--- src/rtl/lcd4_pkg.sv ---
// ----------------------------------------------------------------------------
// lcd4_pkg
// Shared types, codes and helpers for the 4-bit character LCD controller.
// ----------------------------------------------------------------------------
package lcd4_pkg;

	localparam int QDEPTH = 4;
	localparam int QPTR_W = $clog2(QDEPTH);
	localparam int QCNT_W = $clog2(QDEPTH + 1);

	localparam logic [1:0] REQ_INIT = 2'd0;
	localparam logic [1:0] REQ_CMD  = 2'd1;
	localparam logic [1:0] REQ_DATA = 2'd2;
	localparam logic [1:0] REQ_POS  = 2'd3;

	localparam logic [1:0] CFG_PULSE  = 2'd0;
	localparam logic [1:0] CFG_SETTLE = 2'd1;
	localparam logic [1:0] CFG_EXTRA  = 2'd2;
	localparam logic [1:0] CFG_POWER  = 2'd3;

	localparam logic [7:0]  RST_PULSE  = 8'd5;
	localparam logic [15:0] RST_SETTLE = 16'd5500;
	localparam logic [7:0]  RST_EXTRA  = 8'd5;
	localparam logic [15:0] RST_POWER  = 16'd33000;

	// row base minus one, so base + column - 1 is one add
	localparam logic [7:0] ROW1_BM1 = 8'd127;
	localparam logic [7:0] ROW2_BM1 = 8'd191;
	localparam logic [7:0] ROW3_BM1 = 8'd147;
	localparam logic [7:0] ROW4_BM1 = 8'd211;

	localparam logic [7:0] CMD_FUNC_SET = 8'd40;
	localparam logic [7:0] CMD_SHIFT    = 8'd16;
	localparam logic [7:0] CMD_CLEAR    = 8'd1;
	localparam logic [7:0] CMD_DISPLAY  = 8'd15;
	localparam logic [7:0] WAKE_8BIT    = 8'h03;
	localparam logic [7:0] WAKE_4BIT    = 8'h02;

	localparam logic [3:0] INIT_LAST_UNIT = 4'd8;
	localparam logic [2:0] PWR_LAST_PH    = 3'd0;
	localparam logic [2:0] WAKE_LAST_PH   = 3'd2;
	localparam logic [2:0] BYTE_LAST_PH   = 3'd4;

	typedef enum logic [1:0] {
		OP_INIT = 2'd0,
		OP_CMD  = 2'd1,
		OP_DATA = 2'd2,
		OP_POS  = 2'd3
	} op_t;

	typedef enum logic [2:0] {
		U_PWR  = 3'b001,
		U_WAKE = 3'b010,
		U_BYTE = 3'b100
	} unit_t;

	typedef struct packed {
		op_t        op;
		logic [7:0] value;
		logic [7:0] addr;
	} entry_t;

	typedef struct packed {
		unit_t      kind;
		logic [7:0] value;
		logic       rs;
		logic       last;
	} unit_desc_t;

	typedef struct packed {
		logic [7:0]  pulse_width_us;
		logic [15:0] settle_us;
		logic [7:0]  char_extra_us;
		logic [15:0] power_up_us;
	} cfg_t;

	typedef struct packed {
		logic [3:0]  data_nibble;
		logic        reg_select;
		logic        enable;
		logic [15:0] hold_us;
		logic        last;
	} phase_t;

	function automatic unit_desc_t unit_of(entry_t e, logic [3:0] idx);
		unit_desc_t d;
		d = '{kind: U_BYTE, value: e.value, rs: 1'b0, last: 1'b1};
		unique case (e.op)
			OP_INIT: begin
				d.last = (idx == INIT_LAST_UNIT);
				unique case (idx)
					4'd0:    d.kind = U_PWR;
					4'd1, 4'd2, 4'd3: begin
						d.kind = U_WAKE;
						d.value = WAKE_8BIT;
					end
					4'd4: begin
						d.kind = U_WAKE;
						d.value = WAKE_4BIT;
					end
					4'd5:    d.value = CMD_FUNC_SET;
					4'd6:    d.value = CMD_SHIFT;
					4'd7:    d.value = CMD_CLEAR;
					default: d.value = CMD_DISPLAY;
				endcase
			end
			OP_CMD: d.rs = 1'b0;
			OP_DATA: d.rs = 1'b1;
			OP_POS: begin
				if (idx == 4'd0) begin
					d.value = e.addr;
					d.last = 1'b0;
				end else begin
					d.rs = 1'b1;
				end
			end
			default: d.rs = 1'b0;
		endcase
		return d;
	endfunction

endpackage

--- src/rtl/lcd4_front.sv ---
// ----------------------------------------------------------------------------
// lcd4_front
// Classifies requests and computes the cursor address before queueing.
// ----------------------------------------------------------------------------
module lcd4_front (
	input  logic              start,
	input  logic              q_full,
	input  logic [1:0]        req_type,
	input  logic [7:0]        byte_value,
	input  logic [2:0]        row,
	input  logic [4:0]        column,
	output logic              busy,
	output logic              push,
	output lcd4_pkg::entry_t  entry
);
	import lcd4_pkg::*;

	logic [7:0] bm1;
	logic       row_ok;

	always_comb begin
		row_ok = 1'b1;
		unique case (row)
			3'd1:    bm1 = ROW1_BM1;
			3'd2:    bm1 = ROW2_BM1;
			3'd3:    bm1 = ROW3_BM1;
			3'd4:    bm1 = ROW4_BM1;
			default: begin
				bm1 = '0;
				row_ok = 1'b0;
			end
		endcase
	end

	always_comb begin
		entry.value = byte_value;
		entry.addr = bm1 + {3'b000, column};
		unique case (req_type)
			REQ_INIT: entry.op = OP_INIT;
			REQ_CMD:  entry.op = OP_CMD;
			REQ_DATA: entry.op = OP_DATA;
			default:  entry.op = row_ok ? OP_POS : OP_DATA;
		endcase
	end

	assign busy = q_full;
	assign push = start && !q_full;

endmodule

--- src/rtl/lcd4_queue.sv ---
// ----------------------------------------------------------------------------
// lcd4_queue
// Short request queue between the front and the phase sequencer.
// ----------------------------------------------------------------------------
module lcd4_queue (
	input  logic              clk,
	input  logic              arst_n,
	input  logic              push,
	input  lcd4_pkg::entry_t  wr_entry,
	input  logic              pop,
	output lcd4_pkg::entry_t  rd_entry,
	output logic              empty,
	output logic              full
);
	import lcd4_pkg::*;

	entry_t              slot_q [QDEPTH];
	logic [QPTR_W-1:0]   wr_ptr_q;
	logic [QPTR_W-1:0]   rd_ptr_q;
	logic [QCNT_W-1:0]   count_q;

	assign empty = (count_q == '0);
	assign full = (count_q == QCNT_W'(QDEPTH));
	assign rd_entry = slot_q[rd_ptr_q];

	always_ff @(posedge clk) begin
		if (push) begin
			slot_q[wr_ptr_q] <= wr_entry;
		end
	end

	always_ff @(posedge clk or negedge arst_n) begin
		if (!arst_n) begin
			wr_ptr_q <= '0;
			rd_ptr_q <= '0;
			count_q <= '0;
		end else begin
			if (push) begin
				wr_ptr_q <= wr_ptr_q + 1'b1;
			end
			if (pop) begin
				rd_ptr_q <= rd_ptr_q + 1'b1;
			end
			unique case ({push, pop})
				2'b10:   count_q <= count_q + 1'b1;
				2'b01:   count_q <= count_q - 1'b1;
				default: count_q <= count_q;
			endcase
		end
	end

	a_no_overflow: assert property (@(posedge clk) disable iff (!arst_n)
		full |-> !push) else $error("queue push while full");
	a_no_underflow: assert property (@(posedge clk) disable iff (!arst_n)
		empty |-> !pop) else $error("queue pop while empty");
	a_count_range: assert property (@(posedge clk) disable iff (!arst_n)
		count_q <= QCNT_W'(QDEPTH)) else $error("queue count out of range");

endmodule

--- src/rtl/lcd4_back.sv ---
// ----------------------------------------------------------------------------
// lcd4_back
// Phase sequencer: expands one queued request into timed pin phases.
// ----------------------------------------------------------------------------
module lcd4_back (
	input  logic              clk,
	input  logic              arst_n,
	input  lcd4_pkg::cfg_t    cfg,
	input  lcd4_pkg::entry_t  head,
	input  logic              q_empty,
	output logic              pop,
	output logic              strobe,
	output lcd4_pkg::phase_t  phase
);
	import lcd4_pkg::*;

	logic [3:0]  unit_q;
	logic [2:0]  ph_q;
	unit_desc_t  ud;
	phase_t      nxt;
	logic        unit_end;
	logic [16:0] sum;
	logic [15:0] wait_us;
	logic        strobe_q;
	phase_t      phase_q;

	assign ud = unit_of(head, unit_q);
	assign sum = {1'b0, cfg.settle_us} + {9'b0, cfg.char_extra_us};

	always_comb begin
		if (ud.rs) begin
			wait_us = sum[16] ? 16'hFFFF : sum[15:0];
		end else begin
			wait_us = cfg.settle_us;
		end
	end

	always_comb begin
		nxt = '0;
		unit_end = 1'b0;
		unique case (ud.kind)
			U_PWR: begin
				nxt.hold_us = cfg.power_up_us;
				unit_end = (ph_q == PWR_LAST_PH);
			end
			U_WAKE: begin
				nxt.data_nibble = ud.value[3:0];
				nxt.enable = (ph_q == 3'd1);
				priority case (ph_q)
					3'd1:    nxt.hold_us = {8'b0, cfg.pulse_width_us};
					3'd2:    nxt.hold_us = cfg.settle_us;
					default: nxt.hold_us = '0;
				endcase
				unit_end = (ph_q == WAKE_LAST_PH);
			end
			default: begin
				nxt.data_nibble = (ph_q < 3'd2) ? ud.value[7:4] : ud.value[3:0];
				nxt.reg_select = ud.rs;
				nxt.enable = (ph_q == 3'd1) || (ph_q == 3'd3);
				priority case (ph_q)
					3'd1, 3'd3: nxt.hold_us = {8'b0, cfg.pulse_width_us};
					3'd4:       nxt.hold_us = wait_us;
					default:    nxt.hold_us = '0;
				endcase
				unit_end = (ph_q == BYTE_LAST_PH);
			end
		endcase
		nxt.last = ud.last && unit_end;
	end

	assign pop = !q_empty && nxt.last;

	always_ff @(posedge clk or negedge arst_n) begin
		if (!arst_n) begin
			unit_q <= '0;
			ph_q <= '0;
			strobe_q <= 1'b0;
		end else begin
			strobe_q <= !q_empty;
			if (!q_empty) begin
				if (nxt.last) begin
					unit_q <= '0;
					ph_q <= '0;
				end else if (unit_end) begin
					unit_q <= unit_q + 1'b1;
					ph_q <= '0;
				end else begin
					ph_q <= ph_q + 1'b1;
				end
			end
		end
	end

	always_ff @(posedge clk) begin
		phase_q <= nxt;
	end

	assign strobe = strobe_q;
	assign phase = phase_q;

	a_idle_counters: assert property (@(posedge clk) disable iff (!arst_n)
		q_empty |-> (unit_q == '0) && (ph_q == '0))
		else $error("sequencer counters not at rest while queue empty");
	a_pop_is_last: assert property (@(posedge clk) disable iff (!arst_n)
		pop |=> strobe_q && phase_q.last) else $error("pop without last phase");
	a_unit_range: assert property (@(posedge clk) disable iff (!arst_n)
		unit_q <= INIT_LAST_UNIT) else $error("unit index out of range");

endmodule

--- src/rtl/char_lcd_4bit_interface.sv ---
// ----------------------------------------------------------------------------
// char_lcd_4bit_interface
// 4-bit character LCD controller: turns requests into timed pin phases.
// ----------------------------------------------------------------------------
//  channel   handshake            payload
//  request   start / busy         req_type, byte_value, row, column
//  result    strobe               data_nibble, reg_select, enable, hold_us, last
//  config    cfg_valid/cfg_ready  cfg_index, cfg_data
//
//  One phase per cycle from the back sequencer while a request is queued:
//  a request expands into 5, 10 or 33 phases. A request is taken in any
//  cycle in which the four-entry queue has room, so the next one waits in
//  the queue while the current one plays out. Results are registered and
//  appear in the cycle after the sequencer step. Reset clears the queue
//  and sequencer and loads the default timings. The receiver cannot stall.
// ----------------------------------------------------------------------------
module char_lcd_4bit_interface (
	input  logic        clk,
	input  logic        arst_n,
	input  logic        start,
	output logic        busy,
	input  logic [1:0]  req_type,
	input  logic [7:0]  byte_value,
	input  logic [2:0]  row,
	input  logic [4:0]  column,
	output logic        strobe,
	output logic [3:0]  data_nibble,
	output logic        reg_select,
	output logic        enable,
	output logic [15:0] hold_us,
	output logic        last,
	input  logic        cfg_valid,
	output logic        cfg_ready,
	input  logic [3:0]  cfg_index,
	input  logic [15:0] cfg_data
);
	import lcd4_pkg::*;

	cfg_t   cfg_q;
	entry_t wr_entry;
	entry_t head;
	logic   push;
	logic   pop;
	logic   q_empty;
	logic   q_full;
	phase_t phase;

	assign cfg_ready = 1'b1;

	always_ff @(posedge clk or negedge arst_n) begin
		if (!arst_n) begin
			cfg_q <= '{pulse_width_us: RST_PULSE, settle_us: RST_SETTLE,
			           char_extra_us: RST_EXTRA, power_up_us: RST_POWER};
		end else if (cfg_valid && cfg_ready && (cfg_index[3:2] == 2'b00)) begin
			unique case (cfg_index[1:0])
				CFG_PULSE:  cfg_q.pulse_width_us <= cfg_data[7:0];
				CFG_SETTLE: cfg_q.settle_us <= cfg_data;
				CFG_EXTRA:  cfg_q.char_extra_us <= cfg_data[7:0];
				default:    cfg_q.power_up_us <= cfg_data;
			endcase
		end
	end

	lcd4_front u_front (
		.start      (start),
		.q_full     (q_full),
		.req_type   (req_type),
		.byte_value (byte_value),
		.row        (row),
		.column     (column),
		.busy       (busy),
		.push       (push),
		.entry      (wr_entry)
	);

	lcd4_queue u_queue (
		.clk      (clk),
		.arst_n   (arst_n),
		.push     (push),
		.wr_entry (wr_entry),
		.pop      (pop),
		.rd_entry (head),
		.empty    (q_empty),
		.full     (q_full)
	);

	lcd4_back u_back (
		.clk     (clk),
		.arst_n  (arst_n),
		.cfg     (cfg_q),
		.head    (head),
		.q_empty (q_empty),
		.pop     (pop),
		.strobe  (strobe),
		.phase   (phase)
	);

	assign data_nibble = phase.data_nibble;
	assign reg_select = phase.reg_select;
	assign enable = phase.enable;
	assign hold_us = phase.hold_us;
	assign last = phase.last;

endmodule

--- config.mk ---
export PLATFORM = sky130hd
export DESIGN_NAME = char_lcd_4bit_interface
export DESIGN_NICKNAME = d
export VERILOG_FILES = /design/src/rtl/lcd4_pkg.sv /design/src/rtl/lcd4_front.sv /design/src/rtl/lcd4_queue.sv /design/src/rtl/lcd4_back.sv /design/src/rtl/char_lcd_4bit_interface.sv
export SDC_FILE = /design/constraint.sdc
export NUM_CORES = 1
export LEC_CHECK = 0
export BUFFER_PORTS_ARGS = -buffer_cell sky130_fd_sc_hd__buf_4
export CORE_MARGIN = 5
export CORE_UTILIZATION = 64
export CTS_CLUSTER_SIZE = 16
export DETAILED_ROUTE_END_ITERATION = 10
export PLACE_DENSITY = 0.85
export SLEW_MARGIN = 10
export SYNTH_ARGS = -nofsm -noshare
export SYNTH_HDL_FRONTEND = slang
export SYNTH_HIERARCHICAL = 1
export SYNTH_SLANG_ARGS = --single-unit
--- constraint.sdc ---
create_clock -name clk -period 7.1 [get_ports clk]
set_input_delay 0.355 -clock clk [delete_from_list [all_inputs] [get_ports clk]]
set_output_delay 0.355 -clock clk [all_outputs]
set_load 0.03 [all_outputs]
Word level (Yosys, flattened, before mapping)
Memories as Yosys holds them, arrays and structs flattened. Index checks and enable logic that the tools add are counted.

Register bits: 86. Memory bits (writable): 72. Bits of input ports: 42. Output and inout bits: 26. Logic and storage cells: 109. Memories kept: 1.

Memory list: u_queue.slot_q (words 4, width 18, rd ports 1, clocked after Yosys merged registers in 0, wr ports 1, line lcd4_queue.sv:17) `entry_t slot_q [QDEPTH];`.

Add/sub/neg operators: 8. $lt $le $gt $ge: 1. Eq/ne operators: 27. Mux-type cells: 28. Bitwise gates (word level): 2. Reductions and logical operators: 27.

Operators with widths (number): one-hot mux 16 bit (2 select lines) (3); one-hot mux 8 bit (6 select lines) (1); two-way mux 16 bit (2); one-hot mux 8 bit (4 select lines) (1); adder 16 x 8 -> 17 bit (1); equality test 4 x 3 -> 1 bit, second input constant (4); one-hot mux 8 bit (2 select lines) (1); equality test 3 x 2 -> 1 bit, second input constant (5); two-way mux 4 bit (3); one-hot mux 3 bit (2 select lines) (2); equality test 2 bit, second input constant (5); AND reduction 2 bit (5); equality test 3 x 1 -> 1 bit, second input constant (3); equality test 3 bit, second input constant (3); two-way mux 3 bit (3); adder 8 x 5 -> 8 bit (1); equality test 4 x 2 -> 1 bit, second input constant (2); zero test 2 bit (4); two-way mux 8 bit (1); one-hot mux 1 bit (2 select lines) (4); one-hot mux 4 bit (2 select lines) (1); OR reduction 4 bit (2); adder 3 x 1 -> 3 bit, second input constant (2); equality test 2 x 1 -> 1 bit, second input constant (3); 17 further kinds (31).

Logic depth before layout (Yosys ltp)
Gate-level depths: netlist (run 1).

Depth after elaboration: 10. Mapped depth: 17. Depth with buffers taken out: 14.

Hierarchy
Netlist (run 1), hierarchy kept.

Modules (own cells, without submodules): lcd4_queue (instances 1, cells each 130, area each 2997.9 sq um, sequential area each 2337.2 sq um); lcd4_back (instances 1, cells each 280, area each 2422.3 sq um, sequential area each 660.6 sq um); char_lcd_4bit_interface (instances 1, cells each 108, area each 1920.6 sq um, sequential area each 1222.4 sq um); lcd4_front (instances 1, cells each 58, area each 437.9 sq um, sequential area each 0.0 sq um).

Worst setup path before layout (run 1)
No wires, ideal clock.

Kind: register -> register. Start point: register u_queue.rd_ptr_q[0]. End point: register u_queue.count_q[2]. Data arrival time: 3.389 ns. Required time: 7.021 ns. Slack: 3.632 ns. Stages on the path, launching flop included: 16. Path buffers: 2. Cell sequence: dfrtp_1 buf_6 mux4_2 inv_1 ha_1 nand2_1 nor4b_4 a311oi_2 buf_6 nor3_1 ha_1 inv_1 fa_1 xor2_1 nor2_1 xor2_1.

RTL lines: from (decl) (line lcd4_queue.sv:19) `logic [QPTR_W-1:0] rd_ptr_q;`; from (signal assigned) (line lcd4_queue.sv:42) `rd_ptr_q <= rd_ptr_q + 1'b1;`; to (signal assigned) (line lcd4_queue.sv:45) `2'b10: count_q <= count_q + 1'b1;`; to (signal assigned) (line lcd4_queue.sv:46) `2'b01: count_q <= count_q - 1'b1;`; to (signal assigned) (line lcd4_queue.sv:47) `default: count_q <= count_q;`; to (decl) (line lcd4_queue.sv:20) `logic [QCNT_W-1:0] count_q;`.

==> results of run 1 <==
-- kinds of logic (layout without fill, tap and decap cells) --
| family | after synthesis | count (layout) | share of synthesized area (%) |
|---|---|---|---|
| compound gates | 112 | 112 | 11.3 |
| fa+ha+maj | 31 | 31 | 5.28 |
| buf+inv | 59 | 123 | 4.21 |
| other cells | 1 | 1 | 0.0482 |
| flops | 158 | 158 | 54.3 |
| simple gates | 127 | 127 | 9.46 |
| mux | 70 | 70 | 13.2 |
| xor+xnor | 18 | 18 | 2.27 |
-- worst max-delay path: cells and delay by family (launching register included) --
family	cells	cell delay [ns]
xor gates and xnor gates	2	0.30
DFF	1	0.88
and+or+nand+nor	4	1.62
buffers and inverters	2	0.16
muxes	1	0.43
adders and majority gates	3	0.92
AOI/OAI and AO/OA	1	0.27
-- sequential cells by signal, indices dropped and copies added (netlist names) --
name,flops
u_queue/rd_ptr_q,2
u_queue/slot_q,72
cfg_q,48
u_back/ph_q,3
u_back/unit_q,4
u_queue/wr_ptr_q,2
u_back/strobe,1
u_queue/count_q,3
u_back/phase,23
-- per-stage QoR --
| step | setup WS [ns] | utilization (%) | total power, mW |
|---|---|---|---|
| 2_1_floorplan | 3.63 | - | 2.51 |
| 3_3_place_gp | 2.70 | 68.8 | 2.82 |
| 3_5_place_dp | 2.57 | 68.8 | 2.89 |
| 4_1_cts | 2.48 | 73.3 | 3.75 |
| 5_1_grt | 2.10 | 73.3 | 3.96 |
| 6_report | 2.44 | 73.3 | 3.74 |
-- metal layers --
metal | share of wire, % | wire length (um)
met5 | 0 | 0
met4 | 2.5 | 404
met3 | 5.5 | 890
met2 | 53 | 8580
met1 | 39 | 6440
-- cell type report --
class                           instances  share of cell area (%)
Inverter                               24                    1.03
Timing Repair Buffer                   67                    5.73
Multi-Input combinational cell        359                    36.8
Clock buffer                           21                    5.14
Sequential cell                       158                    48.1
Tap cell                              147                    2.10
Clock inverter                         11                    1.06
-- power by group through the flow --
stage | sequential [mW] | clock, mW | combinational, mW
finish | 1.39 | 0.835 | 1.52
global route | 1.42 | 0.894 | 1.65
CTS | 1.39 | 0.853 | 1.51
detailed placement | 1.40 | 0 | 1.49
global placement | 1.39 | 0 | 1.43
floorplan | 1.45 | 0 | 1.07
-- worst min-delay path by stage --
stage	start	end	cells past startpoint
floorplan	arst_n	cfg_q[0]$_DFFE_PN0P_	0
global placement	arst_n	cfg_q[41]$_DFFE_PN0P_	1
detailed placement	cfg_q[8]$_DFFE_PN0P_	u_back/phase[9]$_DFF_P_	2
CTS	arst_n	u_queue/count_q[2]$_DFFE_PN0P_	1
global route	arst_n	cfg_q[4]$_DFFE_PN0P_	1
finish	arst_n	cfg_q[4]$_DFFE_PN0P_	1
-- synthesized netlist by cell type (5+ instances only) --
| library cell | n | share of area (%) |
|---|---|---|
| sky130_fd_sc_hd__dfstp_2 | 17 | 5.7 |
| sky130_fd_sc_hd__a31oi_1 | 8 | 0.64 |
| sky130_fd_sc_hd__o21bai_1 | 6 | 0.58 |
| sky130_fd_sc_hd__inv_1 | 24 | 1.2 |
| sky130_fd_sc_hd__o211ai_1 | 5 | 0.48 |
| sky130_fd_sc_hd__mux4_2 | 18 | 5.2 |
| sky130_fd_sc_hd__a22oi_1 | 6 | 0.58 |
| sky130_fd_sc_hd__buf_6 | 7 | 1.0 |
| sky130_fd_sc_hd__nand3_1 | 12 | 0.77 |
| sky130_fd_sc_hd__clkbuf_1 | 8 | 0.39 |
| sky130_fd_sc_hd__o221ai_1 | 8 | 0.90 |
| sky130_fd_sc_hd__nor3_1 | 7 | 0.45 |
| sky130_fd_sc_hd__mux2_2 | 38 | 5.5 |
| sky130_fd_sc_hd__nor2b_1 | 6 | 0.48 |
| sky130_fd_sc_hd__nand4_1 | 5 | 0.40 |
| sky130_fd_sc_hd__o21ai_0 | 15 | 0.97 |
| sky130_fd_sc_hd__a222oi_1 | 10 | 1.3 |
| sky130_fd_sc_hd__xor2_1 | 10 | 1.1 |
| sky130_fd_sc_hd__mux2_4 | 10 | 1.9 |
| sky130_fd_sc_hd__and2_1 | 7 | 0.56 |
| sky130_fd_sc_hd__edfxtp_1 | 72 | 28 |
| sky130_fd_sc_hd__o31ai_1 | 5 | 0.48 |
| sky130_fd_sc_hd__buf_4 | 12 | 1.2 |
| sky130_fd_sc_hd__buf_2 | 7 | 0.45 |
| sky130_fd_sc_hd__nor2_1 | 24 | 1.2 |
| sky130_fd_sc_hd__nand2_1 | 32 | 1.5 |
| sky130_fd_sc_hd__dfrtp_1 | 46 | 15 |
| sky130_fd_sc_hd__ha_1 | 28 | 4.5 |
| sky130_fd_sc_hd__a21oi_1 | 10 | 0.64 |
| sky130_fd_sc_hd__dfxtp_1 | 23 | 5.9 |
| sky130_fd_sc_hd__a21o_1 | 5 | 0.48 |
| sky130_fd_sc_hd__xnor2_1 | 7 | 0.79 |
==> impl_metrics.env, run 1 <==
export IMPL_run_status="finished, final reports clean"
export IMPL_max_ir_drop_vdd_uv=268
export IMPL_route_detailed_wl_per_inst_um=20.7
export IMPL_top_flip_flop_cell_by_instance_count_after_synthesis="sky130_fd_sc_hd__edfxtp_1"
export IMPL_layout_cells_most_common="sky130_fd_sc_hd__edfxtp_1"
export IMPL_finish_cell_count_without_fillers=787
export IMPL_cts_hold_buffers_added=0
export IMPL_power_leakage_nw=3.57
export IMPL_max_cap_violations=0
export IMPL_avgViaCountPerCell=6.46
export IMPL_cts_resized=0
export IMPL_critical_path_reg2reg_startpoint="u_queue/rd_ptr_q[1]$_DFFE_PN0P_"
export IMPL_hold_ws_ns=0.0201
export IMPL_synthesis_yosys_warnings=6
export IMPL_met1_usage_pct=28.5
export IMPL_fmax_mhz=215
export IMPL_critical_path_endpoint_type="register"
export IMPL_clock_group_share_of_total_power_pct=22.3
export IMPL_postSynthAreaPerCell_um2=13.5
export IMPL_power_share_sequential_pct=37.2
export IMPL_ff2ff_path_depth=13
export IMPL_boundaryPins=68
export IMPL_gp_congestion=0.919
export IMPL_die_x_um=120
export IMPL_crit_path_top_delay_cell="sky130_fd_sc_hd__nor4b_4"
export IMPL_synth_sequential_area_ratio_pct=54.3
export IMPL_grt_total_usage_pct=24.0
export IMPL_postSynthCellCount=576
export IMPL_clkSlewWorstSetupHoldPaths_ns=0.06
export IMPL_sw_frac_of_total_pct=37.4
export IMPL_buffer_count_from_post_cts_setup_fixing=0
export IMPL_timing_critical_path_slowest_cell_delay_ns=0.93
export IMPL_internal_power_mw=2.34
export IMPL_number_of_nets_in_the_synthesized_netlist=649
export IMPL_multi_input_comb_area_mm2=0.00323
export IMPL_drive_above_1_share_pct=31.1
export IMPL_ys_ff_latch=158
export IMPL_clock_insertion_delay_at_the_later_pin_of_the_skew_report_ns=0.43
export IMPL_setup_worst_path_start="u_queue/rd_ptr_q[1]$_DFFE_PN0P_"
export IMPL_route_antenna_remaining_nets=0
export IMPL_min_path_type="input pin to async pin"
export IMPL_die_height_um=120
export IMPL_grt_pass1_wl_um=26900
export IMPL_netSwitchingPower_mw=1.40
export IMPL_start_util_pct=65.0
export IMPL_mappedNetlistArea_mm2=0.00778
export IMPL_finalCriticalPeriod_ns=4.66
export IMPL_cell_area_power_density_mw_per_mm2=427
export IMPL_firstDrtPassIters=6
export IMPL_combinationalPowerShare_pct=40.6
export IMPL_critical_path_peak_fanout=19
export IMPL_total_clock_sinks=158
export IMPL_finalClockSkew_ns=0.0105
export IMPL_finish_net_count=700
export IMPL_async_flop_share_pct=39.9
export IMPL_dp_cells=755
export IMPL_path_class="register to register"
export IMPL_layout_common_cells="72 x sky130_fd_sc_hd__edfxtp_1, 67 x sky130_fd_sc_hd__buf_4, 46 x sky130_fd_sc_hd__dfrtp_1"
export IMPL_clock_tree_from_tritoncts="built"
export IMPL_dpl_instance_area_mm2=0.00823
export IMPL_critPathCapture="u_queue/count_q[2]$_DFFE_PN0P_"
export IMPL_cp_data_required_time_ns=7.45
export IMPL_fill_cells=755
export IMPL_slew_headroom_pct=21.3
export IMPL_grt_setup_unrepaired="no"
export IMPL_drt_first_iter_violations=452
export IMPL_total_count_of_max_transition_violations_in_the_final_report=0
export IMPL_drt_drc_violations_left=0
export IMPL_initial_antenna_violation_count=0
export IMPL_synth_edf_count=72
export IMPL_numCtsBuffers=17
export IMPL_clock_tree_root_cell="sky130_fd_sc_hd__clkbuf_16"
export IMPL_num_vias=5085
export IMPL_overflow=0
export IMPL_data_arrival_time_of_the_worst_path_ns=5.01
export IMPL_crit_path_cell_trace="mux4_2 > inv_1 > ha_1 > nand2_1 > nor4b_4 > a311oi_2 > nor3_1 > ha_1 > inv_1 > fa_1 > xor2_1 > nor2_1 > xor2_1"
export IMPL_fp_row_count=40
export IMPL_global_route_peak_usage_layer="met2"
export IMPL_setup_reg_to_reg_worst_slack_ns=2.44
export IMPL_final_period_utilization_pct=65.6
export IMPL_final_area_mm2=0.00877
export IMPL_final_setup_tns_ns=0
export IMPL_synthDistinctLibCells=85
export IMPL_hold_viol=0
export IMPL_worstMarginPinSlew_ns=1.17
export IMPL_use_met2_pct=42.3
export IMPL_core_area_mm2=0.0120
export IMPL_detail_route_wirelength_um=16300
export IMPL_area_sequential_mm2=0.00422
export IMPL_grt_start_max_net_pins=64
export IMPL_first_global_vias=5230
export IMPL_n_antenna_cell=0
export IMPL_area_growth_pct=12.8
export IMPL_die_footprint_mm2=0.0145
export IMPL_htree_levels=4
export IMPL_detailedPlacementHpwl_um=10900
export IMPL_report_final_setup_viol=0
export IMPL_portBuffers=66
export IMPL_r2r_end="u_queue/count_q[2]$_DFFE_PN0P_"
export IMPL_startpoint_type="register"
export IMPL_groute_layer_met3_usage_pct=6.17
export IMPL_clockBufferDepth=2
Power figures use the tool's default switching activity.
==> run 2, diff against run 1 <==
Settings changed: CORE_UTILIZATION 64 to 54, PLACE_DENSITY 0.85 to 0.76.
Clock period 7.1 ns to 4.1 ns, I/O delays scaled along.
==> impl_metrics.env, run 2 (synthesis gave the netlist of run 1 again) <==
export IMPL_critPathCapture="u_queue/count_q[2]$_DFFE_PN0P_"
export IMPL_total_clock_sinks=158
export IMPL_num_vias=4977
export IMPL_power_leakage_nw=3.64
export IMPL_overflow=0
export IMPL_final_period_utilization_pct=84.5
export IMPL_route_antenna_remaining_nets=0
export IMPL_start_util_pct=55.6
export IMPL_critical_path_reg2reg_startpoint="u_queue/rd_ptr_q[0]$_DFFE_PN0P_"
export IMPL_final_core_utilization_pct=64.1
export IMPL_report_final_setup_viol=0
export IMPL_route_detailed_wl_per_inst_um=19.1
export IMPL_max_ir_drop_vdd_uv=475
export IMPL_dp_cells=793
export IMPL_numCtsBuffers=17
export IMPL_die_footprint_mm2=0.0169
export IMPL_final_setup_tns_ns=0
export IMPL_boundaryPins=68
export IMPL_hold_ws_ns=0.0184
export IMPL_drt_first_iter_violations=490
export IMPL_avgViaCountPerCell=5.96
export IMPL_max_cap_violations=0
export IMPL_die_x_um=130
export IMPL_dp_worst_setup_slack_ns=0.656
export IMPL_n_antenna_cell=0
export IMPL_htree_levels=4
export IMPL_cts_resized=0
export IMPL_cell_area_power_density_mw_per_mm2=728
export IMPL_first_global_vias=5187
export IMPL_path_class="register to register"
export IMPL_fp_row_count=43
export IMPL_largest_register="u_queue/slot_q"
export IMPL_finish_cell_count_without_fillers=835
export IMPL_clockBufferDepth=2
export IMPL_setup_reg_to_reg_worst_slack_ns=0.63
export IMPL_clkSlewWorstSetupHoldPaths_ns=0.07
export IMPL_area_growth_pct=15.3
export IMPL_hold_viol=0
export IMPL_layout_common_cells="72 x sky130_fd_sc_hd__buf_4, 72 x sky130_fd_sc_hd__edfxtp_1, 46 x sky130_fd_sc_hd__dfrtp_1"
export IMPL_die_height_um=130
export IMPL_core_area_mm2=0.0140
export IMPL_area_sequential_mm2=0.00422
export IMPL_cp_data_required_time_ns=4.45
export IMPL_critical_path_peak_fanout=16
export IMPL_clock_insertion_delay_at_the_later_pin_of_the_skew_report_ns=0.43
export IMPL_multi_input_comb_area_mm2=0.00323
export IMPL_critical_path_endpoint_type="register"
export IMPL_grt_total_usage_pct=20.0
export IMPL_largest_register_ff_count=72
export IMPL_finish_net_count=715
export IMPL_clock_tree_root_cell="sky130_fd_sc_hd__clkbuf_16"
export IMPL_worstMarginPinSlew_ns=0.980
export IMPL_data_arrival_time_of_the_worst_path_ns=3.82
export IMPL_drive_above_1_share_pct=31.8
export IMPL_setup_worst_path_start="u_queue/rd_ptr_q[0]$_DFFE_PN0P_"
export IMPL_initial_antenna_violation_count=0
export IMPL_grt_start_max_net_pins=64
export IMPL_finalCriticalPeriod_ns=3.47
export IMPL_drt_drc_violations_left=0
export IMPL_ff2ff_path_depth=14
export IMPL_grt_setup_unrepaired="no"
export IMPL_r2r_end="u_queue/count_q[2]$_DFFE_PN0P_"
export IMPL_fmax_mhz=289
export IMPL_final_critical_path_setup_slack_ns=0.634
export IMPL_fill_cells=1032
export IMPL_buffer_count_from_post_cts_setup_fixing=0
export IMPL_grt_pass1_wl_um=26000
export IMPL_firstDrtPassIters=5
export IMPL_detail_route_wirelength_um=16000
export IMPL_total_count_of_max_transition_violations_in_the_final_report=0
export IMPL_finalClockSkew_ns=0.0109
export IMPL_gp_congestion=0.881
export IMPL_startpoint_type="register"
export IMPL_portBuffers=66
export IMPL_cts_hold_buffers_added=10
export IMPL_min_path_type="input pin to register"
export IMPL_slew_headroom_pct=34.7
export IMPL_clock_tree_from_tritoncts="built"
export IMPL_run_status="finished, final reports clean"
export IMPL_detailedPlacementHpwl_um=11000
run 2: cell types whose count changed in the layout (fill, tap and decap cells not counted), sizes merged:
cell,change
dlygate4sd3,+10
buf,+5
clkbuf,-4
clkinv,+2
clkinvlp,+1
inv,+1
run 2: metal layers:
layer	part of all wire, %	vias up	track usage (%)
met4	2.0	0	7.70
li1	-	2323	-
met5	0	-	0
met3	7.2	27	5.40
met1	41	2436	25.0
met2	49	191	33.2
run 2: cell type report:
class                           count  share of cell area [%]
Sequential cell                   158                    47.0
Multi-Input combinational cell    359                    36.0
Timing Repair Buffer               82                    7.14
Clock buffer                       17                    4.74
Tap cell                          180                    2.51
Clock inverter                     15                    1.53
Inverter                           24                    1.00
run 2: power breakdown:
| part | switching, mW | internal [mW] | total, mW | leakage, nW |
|---|---|---|---|---|
| Combinational | 1.57 | 1.09 | 2.66 | 1.78 |
| Sequential | 0.232 | 2.14 | 2.38 | 1.59 |
| Clock | 0.656 | 0.841 | 1.50 | 0.268 |
| Total | 2.46 | 4.08 | 6.53 | 3.64 |
run 2: how the worst min path moves through the flow:
stage                     cells after the start  slack [ns]                    end   startpoint
after floorplan                               0       -0.09   cfg_q[0]$_DFFE_PN0P_       arst_n
after global placement                        1        0.34  cfg_q[25]$_DFFE_PN0P_       arst_n
after detailed placement                      1        0.36   cfg_q[0]$_DFFE_PN0P_       arst_n
after CTS                                     2       0.002  cfg_q[32]$_DFFE_PN1P_  cfg_data[8]
after global routing                          2        0.01  cfg_q[32]$_DFFE_PN1P_  cfg_data[8]
final                                         2        0.02  cfg_q[32]$_DFFE_PN1P_  cfg_data[8]
run 2: per-stage QoR:
step,power [mW],cell area [um^2]
floorplan,4.35,7780
global placement,4.94,8310
detailed placement,5.04,8310
CTS,6.54,8970
global route,6.92,8970
finish,6.53,8970
run 2: worst max-delay path: stages, from the launching register on:
cell	delay, ns
sky130_fd_sc_hd__dfrtp_1	0.43
sky130_fd_sc_hd__mux4_2	0.36
sky130_fd_sc_hd__inv_1	0.06
sky130_fd_sc_hd__ha_1	0.25
sky130_fd_sc_hd__inv_1	0.22
sky130_fd_sc_hd__o311ai_4	0.13
sky130_fd_sc_hd__o21ba_4	0.38
sky130_fd_sc_hd__a311oi_2	0.09
sky130_fd_sc_hd__nor3_1	0.33
sky130_fd_sc_hd__ha_1	0.27
sky130_fd_sc_hd__inv_1	0.06
sky130_fd_sc_hd__fa_1	0.38
sky130_fd_sc_hd__xor2_1	0.15
sky130_fd_sc_hd__nor2_1	0.11
sky130_fd_sc_hd__xor2_1	0.16
